===== config.mk =====
export PLATFORM = sky130hd
export DESIGN_NAME = ffua_ctrl
export DESIGN_NICKNAME = d
export VERILOG_FILES = /design/src/rtl/core/ffua_pkg.sv /design/src/rtl/core/ffua_ctrl.sv
export VERILOG_INCLUDE_DIRS = /design/src /design/src/rtl/core
export SDC_FILE = /design/constraint.sdc
export NUM_CORES = 1
export LEC_CHECK = 0
export BUFFER_PORTS_ARGS = -buffer_cell sky130_fd_sc_hd__clkbuf_2
export CAP_MARGIN = 10
export CORE_UTILIZATION = 45
export DETAILED_ROUTE_END_ITERATION = 7
export PLACE_DENSITY = 0.79
export RECOVER_POWER = 50
export SETUP_SLACK_MARGIN = 0.1
export SYNTH_ARGS = -nofsm -noshare
export SYNTH_HDL_FRONTEND = slang
export SYNTH_SLANG_ARGS = --single-unit

===== constraint.sdc =====
create_clock -name clk -period 2.25 [get_ports clk]
set_input_delay 0.45 -clock clk [delete_from_list [all_inputs] [get_ports clk]]
set_output_delay 0.45 -clock clk [all_outputs]
set_load 0.05 [all_outputs]

===== src/rtl/core/first_fit_unit_allocator_assert.svh =====
// ----------------------------------------------------------------------------
// First-fit unit allocator assertion macros
// Concurrent checks on clk, disabled while arst_n is low.
// ----------------------------------------------------------------------------
`ifndef FIRST_FIT_UNIT_ALLOCATOR_ASSERT_SVH
`define FIRST_FIT_UNIT_ALLOCATOR_ASSERT_SVH
`ifndef SYNTHESIS
// expression must hold at every edge
`define FFUA_ALWAYS(lbl, expr) \
	lbl: assert property (@(posedge clk) disable iff (!arst_n) (expr)) \
		else $error("ffua: invariant violated");
// consequent must hold in the same cycle
`define FFUA_IMPL(lbl, ante, cons) \
	lbl: assert property (@(posedge clk) disable iff (!arst_n) (ante) |-> (cons)) \
		else $error("ffua: implication violated");
// consequent must hold in the next cycle
`define FFUA_NEXT(lbl, ante, cons) \
	lbl: assert property (@(posedge clk) disable iff (!arst_n) (ante) |=> (cons)) \
		else $error("ffua: sequence violated");
`else
`define FFUA_ALWAYS(lbl, expr)
`define FFUA_IMPL(lbl, ante, cons)
`define FFUA_NEXT(lbl, ante, cons)
`endif
`endif


===== src/rtl/core/ffua_pkg.sv =====
// ----------------------------------------------------------------------------
// ffua_pkg
// Shared constants, command codes and status struct of the allocator.
// ----------------------------------------------------------------------------
package ffua_pkg;

	// arena geometry
	localparam int ARENA_UNITS = 2048;
	localparam int AW = $clog2(ARENA_UNITS);          // header word index
	localparam int XW = $clog2(ARENA_UNITS + 4097);   // offsets past the arena
	localparam int CW = $clog2(ARENA_UNITS + 1);      // free count / next link
	localparam int SW = 17;                           // block sizes and sums
	localparam int WW = 16;                           // header word

	typedef logic [XW-1:0] xaddr_t;
	typedef logic [4:0]    cmd_t;

	// datapath commands
	localparam cmd_t C_NOP       = 5'd0;
	localparam cmd_t C_CLEAR     = 5'd1;
	localparam cmd_t C_LOAD      = 5'd2;
	localparam cmd_t C_RD        = 5'd3;
	localparam cmd_t C_W0        = 5'd4;
	localparam cmd_t C_W1        = 5'd5;
	localparam cmd_t C_WR_A      = 5'd6;
	localparam cmd_t C_WR_B      = 5'd7;
	localparam cmd_t C_A_START   = 5'd8;
	localparam cmd_t C_A_STEP    = 5'd9;
	localparam cmd_t C_A_HIT     = 5'd10;
	localparam cmd_t C_A_SPLIT   = 5'd11;
	localparam cmd_t C_FAIL      = 5'd12;
	localparam cmd_t C_WHOLE     = 5'd13;
	localparam cmd_t C_F_START   = 5'd14;
	localparam cmd_t C_FH_MERGE  = 5'd15;
	localparam cmd_t C_FH_PLAIN  = 5'd16;
	localparam cmd_t C_W_STEP    = 5'd17;
	localparam cmd_t C_W_END     = 5'd18;
	localparam cmd_t C_N_MERGE   = 5'd19;
	localparam cmd_t C_P_REFETCH = 5'd20;
	localparam cmd_t C_P_SAVE    = 5'd21;
	localparam cmd_t C_P_MERGE   = 5'd22;
	localparam cmd_t C_P_PLAIN   = 5'd23;
	localparam cmd_t C_PUSH      = 5'd24;

	// datapath status toward the controller
	typedef struct packed {
		logic clr_done;
		logic is_free;
		logic w0_pos;
		logic a_nofit;
		logic fit;
		logic exact;
		logic fn_end;
		logic has_prev;
		logic whole;
		logic b_lt_head;
		logic head_merge;
		logic b_gt_fn;
		logic next_merge;
		logic prev_adj;
		logic ws_big;
		logic out_free;
	} ffua_stat_t;

endpackage


===== src/rtl/core/ffua_ctrl.sv =====
// ----------------------------------------------------------------------------
// ffua_ctrl
// Sequencer: list walks, block fetch and block store subroutines.
// ----------------------------------------------------------------------------
`include "first_fit_unit_allocator_assert.svh"

module ffua_ctrl
	import ffua_pkg::*;
(
	input  logic       clk,
	input  logic       arst_n,
	input  logic       in_valid,
	input  ffua_stat_t st,
	output logic       in_ready,
	output cmd_t       cmd
);

	localparam logic [4:0] S_CLR   = 5'd0;
	localparam logic [4:0] S_IDLE  = 5'd1;
	localparam logic [4:0] S_DEC   = 5'd2;
	localparam logic [4:0] S_FA    = 5'd3;
	localparam logic [4:0] S_FB    = 5'd4;
	localparam logic [4:0] S_FC    = 5'd5;
	localparam logic [4:0] S_WA    = 5'd6;
	localparam logic [4:0] S_WB    = 5'd7;
	localparam logic [4:0] S_A_CHK = 5'd8;
	localparam logic [4:0] S_A_SPL = 5'd9;
	localparam logic [4:0] S_FAIL  = 5'd10;
	localparam logic [4:0] S_FH_M  = 5'd11;
	localparam logic [4:0] S_FH_P  = 5'd12;
	localparam logic [4:0] S_W_CHK = 5'd13;
	localparam logic [4:0] S_N_M   = 5'd14;
	localparam logic [4:0] S_P_RF  = 5'd15;
	localparam logic [4:0] S_P_CHK = 5'd16;
	localparam logic [4:0] S_P_M   = 5'd17;
	localparam logic [4:0] S_DONE  = 5'd18;

	logic [4:0] state_q, state_d;
	logic [4:0] ret_q, ret_d;

	// next state and command
	always_comb begin
		state_d  = state_q;
		ret_d    = ret_q;
		cmd      = C_NOP;
		in_ready = 1'b0;
		case (state_q)
			S_CLR: begin
				cmd = C_CLEAR;
				if (st.clr_done) begin
					state_d = S_IDLE;
				end
			end
			S_IDLE: begin
				in_ready = 1'b1;
				if (in_valid) begin
					cmd     = C_LOAD;
					state_d = S_DEC;
				end
			end
			S_DEC: begin
				if (!st.is_free) begin
					if (st.a_nofit) begin
						state_d = S_FAIL;
					end else begin
						cmd     = C_A_START;
						ret_d   = S_A_CHK;
						state_d = S_FA;
					end
				end else if (st.whole) begin
					cmd     = C_WHOLE;
					ret_d   = S_DONE;
					state_d = S_WA;
				end else begin
					cmd = C_F_START;
					if (st.b_lt_head) begin
						if (st.head_merge) begin
							ret_d   = S_FH_M;
							state_d = S_FA;
						end else begin
							state_d = S_FH_P;
						end
					end else begin
						ret_d   = S_W_CHK;
						state_d = S_FA;
					end
				end
			end
			// block fetch: word s, then word s+1 for multi-unit blocks
			S_FA: begin
				cmd     = C_RD;
				state_d = S_FB;
			end
			S_FB: begin
				cmd     = C_W0;
				state_d = st.w0_pos ? S_FC : ret_q;
			end
			S_FC: begin
				cmd     = C_W1;
				state_d = ret_q;
			end
			// block store: one or two header words
			S_WA: begin
				cmd     = C_WR_A;
				state_d = st.ws_big ? S_WB : ret_q;
			end
			S_WB: begin
				cmd     = C_WR_B;
				state_d = ret_q;
			end
			S_A_CHK: begin
				if (st.fit) begin
					cmd     = C_A_HIT;
					ret_d   = S_A_SPL;
					state_d = st.has_prev ? S_WA : S_A_SPL;
				end else begin
					cmd = C_A_STEP;
					if (st.fn_end) begin
						state_d = S_FAIL;
					end else begin
						ret_d   = S_A_CHK;
						state_d = S_FA;
					end
				end
			end
			S_A_SPL: begin
				if (st.exact) begin
					state_d = S_DONE;
				end else begin
					cmd     = C_A_SPLIT;
					ret_d   = S_DONE;
					state_d = S_WA;
				end
			end
			S_FAIL: begin
				cmd     = C_FAIL;
				state_d = S_DONE;
			end
			S_FH_M: begin
				cmd     = C_FH_MERGE;
				ret_d   = S_DONE;
				state_d = S_WA;
			end
			S_FH_P: begin
				cmd     = C_FH_PLAIN;
				ret_d   = S_DONE;
				state_d = S_WA;
			end
			S_W_CHK: begin
				if (st.b_gt_fn) begin
					cmd     = C_W_STEP;
					ret_d   = S_W_CHK;
					state_d = S_FA;
				end else begin
					cmd = C_W_END;
					if (st.next_merge) begin
						ret_d   = S_N_M;
						state_d = S_FA;
					end else begin
						ret_d   = S_P_RF;
						state_d = S_WA;
					end
				end
			end
			S_N_M: begin
				cmd     = C_N_MERGE;
				ret_d   = S_P_RF;
				state_d = S_WA;
			end
			S_P_RF: begin
				cmd     = C_P_REFETCH;
				ret_d   = S_P_CHK;
				state_d = S_FA;
			end
			S_P_CHK: begin
				if (st.prev_adj) begin
					cmd     = C_P_SAVE;
					ret_d   = S_P_M;
					state_d = S_FA;
				end else begin
					cmd     = C_P_PLAIN;
					ret_d   = S_DONE;
					state_d = S_WA;
				end
			end
			S_P_M: begin
				cmd     = C_P_MERGE;
				ret_d   = S_DONE;
				state_d = S_WA;
			end
			S_DONE: begin
				if (st.out_free) begin
					cmd     = C_PUSH;
					state_d = S_IDLE;
				end
			end
			default: begin
				state_d = S_IDLE;
			end
		endcase
	end

	// state registers
	always_ff @(posedge clk or negedge arst_n) begin
		if (!arst_n) begin
			state_q <= S_CLR;
			ret_q   <= S_IDLE;
		end else begin
			state_q <= state_d;
			ret_q   <= ret_d;
		end
	end

	`FFUA_NEXT(a_fetch_order, state_q == S_FA, state_q == S_FB)
	`FFUA_NEXT(a_clear_holds, (state_q == S_CLR) && !st.clr_done, state_q == S_CLR)
	`FFUA_NEXT(a_done_to_idle, (state_q == S_DONE) && st.out_free, state_q == S_IDLE)

endmodule


# After elaboration in Yosys (flattened, before gate mapping)
# Index checks and enable logic that the tools add are counted.
word_totals:
  regBits: 10
  input_bits: 19
  out_inout_bits: 6
  word_cells: 75
classes:
  n_eq_ne: 25
  mux: 41
  n_reduce_logical: 7
ops:
  columns: ["op", "count"]
  rows:
  - ["$mux 5", 19]
  - ["$pmux 5 s19", 1]
  - ["$pmux 5 s15", 1]
  - ["$eq 5x4->1 const B", 8]
  - ["$pmux 5 s8", 1]
  - ["$mux 4", 7]
  - ["$eq 5x3->1 const B", 4]
  - ["$eq 5x5->1 const B", 3]
  - ["$mux 2", 7]
  - ["$eq 5x2->1 const B", 2]
  - ["$mux 3", 3]
  - ["$ne 2x2->1 const B", 4]
  - ["$reduce_bool 8->1", 1]
  - ["$ne 3x3->1 const B", 2]
  - ["$eq 5x1->1 const B", 1]
  - ["$logic_not 5->1", 1]
  - ["$ne 5x5->1 const B", 1]
  - ["$reduce_and 5->1", 1]
  - ["$reduce_or 4->1", 1]
  - ["$reduce_and 3->1", 1]
  - ["$reduce_or 3->1", 1]
  - ["$mux 1", 2]
  - ["$reduce_or 2->1", 1]

# Longest topological paths before layout
logic_depth:
  depth_word: 5
  ltp_mapped: 7
  depth_no_buf: 5

# Worst setup path before layout
# Ideal clock, no wire load.
synth_timing:
  kind: "reg-to-output"
  from: "register state_q[4]"
  to: "output port cmd[3]"
  t_arrival_ps: 1979
  t_required_ps: 1800
  path_slack_ps: -179
  stages_incl_launch_ff: 7
  n_path_buf: 2
  cell_sequence: "dfrtp_1 buf_4 clkbuf_1 nand2_1 o31ai_1 a22oi_1 o22ai_1"
synth_via:
  elab_chain_cells: 2
  elab_cells_between_ends: 20
  cone_classes: "eq/ne: 18; mux: 1; reduce/logical: 1"
synth_rtl:
  columns: ["item", "line_no", "rtl"]
  rows:
  - ["from (decl)", "ffua_ctrl.sv:38", "logic [4:0] state_q, state_d;"]
  - ["from (signal assigned)", "ffua_ctrl.sv:209", "state_q <= state_d;"]
  - ["$eq 5x5->1 (tied with other cells)", "ffua_ctrl.sv:47", "case (state_q)"]
  - ["$pmux 5 s19 (*)", "ffua_ctrl.sv:47", null]
  - ["to (decl)", "ffua_ctrl.sv:15", "output cmd_t cmd"]
# Every way passes the cells marked *; elsewhere a longest branch is shown, timed or not.

# Worst setup path after layout
layout_timing:
  from: "register state_q[3]"
  to: "output port cmd[1]"
# Same word-level chain as after synthesis.

==> results.txt <==
CTS Sinks: 10
Slowest cell on crit path: dfrtp_2
Yosys warning total: 0
FF-to-FF Start: state_q[1]
Syn Area/Cell: 7.19 um^2
n_diodes: 0
Worst slew margin: 0.619
Reg clk slew, reported paths: 0.07 ns
total grt overflow: 0
CP endpoint: cmd[1]
Worst Skew: 0.000982 ns
Required @ worst endpoint: 1.80 ns
Antenna Nets Post-Route: 0
root buf cell: clkbuf_4
Post-CTS Hold Buffers: 0
worst slew pin tran: 0.572 ns
Clock Path Buffers: 2
RSZ-0062 raised after global routing: true
gpl congestion: 1.08
Util after Layout: 0.708
Num CTS Buffers: 3
Layout Nets: 240
Final Hold Viols: 0
routed vias: 1696
FF-to-FF path depth: 6
Power Dens Cells: 1680 nW/um^2
worst reg2reg path endpoint: ret_q[4]
CP startpoint: state_q[3]
Layout area overhead: 48.2%
post-synthesis cell count: 166
Vias/cell: 6.78
Setup violations, final: 0
worst reg2reg setup slack: 0.11 ns
Die Wd: 53.5 um
Post-synth top flop: dfrtp_1
Die Footprint: 2860 um^2
Port Buf Inserts: 24
crit path launch type: register
antenna violations before repair: 0
Iteration-0 DRC Markers: 111
Die Y: 53.5 um
minimum clock period: 2.21 ns
Leak: 0.000760 uW
GRT Total Usage: 0.342
FFs w/ async S/R, synth: 1.00
I/O pin count: 25
first-pass GRT wire length: 6.96 mm
initial cell density of the core: 0.477
Netlist cell types: 57
Cell Chain, Critical Path: inv_2, o21ai_1, a22o_1, a21oi_2, o2111ai_2, buf_8
Worst IR Drop VDD: 1100 uV
HP Class: input port to asynchronous set/reset pin
setup TNS: 0 ns
commonest non-fill, non-tap cell in the layout: buf_4
Critical Path Max Stage Delay: 0.47 ns
Crit Path Category: register to output pin
crit path max fanout: 8
maxcap violations: 0
Wirelength per Cell: 19.0 um
htree depth: 1
most frequent cells in the layout: 32 x buf_4, 18 x clkbuf_2, 15 x nand2_1, 14 x o21ai_0, 12 x a21oi_1
Routed WL: 4.74 mm
FF+latch count, synth: 10
syn_nets: 185
register area share after synthesis: 0.211
critical path arrival: 1.76 ns
Residual DRC: 0
largest net degree at the start of global routing: 13
core area: 2500 um^2
CTS tree: done
EDFF count, synth: 0
Rows: 18
DP Wirelength: 3.20 mm
vias in the first global route: 1427
clk_lat worst skew: 0.28 ns
outcome: finished clean
Slew Limit Fails: 0
final period utilization: 0.983
Max Clk Rate: 452 MHz
share of cells above drive strength 1: 0.464
post-synthesis cell area: 1190 um^2
Worst setup EP type: output pin
drt first pass iters: 5
worst min-delay path by stage:
stage | start | end | slack [ns] | depth (start not counted)
after detailed placement | arst_n | ret_q[2] | 0.33 | 1
after global routing | arst_n | ret_q[2] | 0.18 | 1
after floorplan | arst_n | ret_q[1] | 0.15 | 0
after global placement | arst_n | ret_q[2] | 0.32 | 1
final | arst_n | ret_q[2] | 0.13 | 1
after CTS | arst_n | ret_q[2] | 0.04 | 1
power breakdown:
group          internal, uW  switching [uW]
Combinational          1050            1350
Clock                  98.5            73.3
Sequential              276             125
Total                  1430            1550
registers in the layout, indices dropped and copies added (netlist names):
| signal | flops |
|---|---|
| ret_q | 5 |
| state_q | 5 |
critical path, delay by kind of cell, from the launching register on:
| family | cells | cell delay (ns) |
|---|---|---|
| buffers and inverters | 2 | 0.31 |
| AO/OA/AOI/OAI | 4 | 0.70 |
| flip-flops | 1 | 0.47 |
cell type report:
class                           instances  area, um^2
Clock buffer                            4        36.3
Fill cell                             168         731
Inverter                                8        32.5
Multi-Input combinational cell        137         946
Sequential cell                        10         258
Tap cell                               30        37.5
Timing Repair Buffer                   61         459
Yosys cell counts, drive strengths merged, types with 3 or more instances:
master	n	area, um^2
nand2b	6	37.5
inv	7	26.3
nand3	5	25.0
nor3	3	15.0
dfrtp	9	225
o21ai	17	88.8
a31oi	6	37.5
or2	3	18.8
o211ai	3	22.5
clkbuf	5	18.8
buf	6	47.5
nor2b	5	31.3
nor2	13	56.3
mux2i	3	30.0
o22ai	3	18.8
nand2	17	63.8
a21oi	14	70.1
cell families (layout without fill, tap and decap cells):
group | Yosys count | count (layout) | share of synthesized area
AO/OA/AOI/OAI | 66 | 66 | 0.365
flip-flops | 10 | 10 | 0.211
XOR/XNOR | 1 | 1 | 0.00734
AND/OR/NAND/NOR | 65 | 65 | 0.292
multiplexers | 5 | 5 | 0.0440
buffers and inverters | 19 | 73 | 0.0807
per-stage QoR:
stage	hold WS (ns)	worst slack (ns)	total power, uW	instance area (um^2)	instances
after floorplan	0.154	0.121	1650	1210	166
after global placement	0.321	0.0843	2200	1460	231
after detailed placement	0.333	0.0895	2190	1460	231
after CTS	0.0350	0.0852	2730	1700	245
after global routing	0.182	0.00249	3110	1770	250
final	0.134	0.0389	2980	1770	250
metal layers:
metal / track usage / vias up / wire (um)
met5: 0 / - / 0
met4: 0.167 / 0 / 183
met3: 0.0833 / 32 / 634
met2: 0.490 / 135 / 2160
met1: 0.473 / 786 / 1770
li1: - / 743 / -
what timing repair did:
action	CTS	global route
pin swaps	5	4
setup buffers	10	5
endpoints found under the setup margin	6	9
resized for setup	35	18
(Power assumes the default switching activity.)
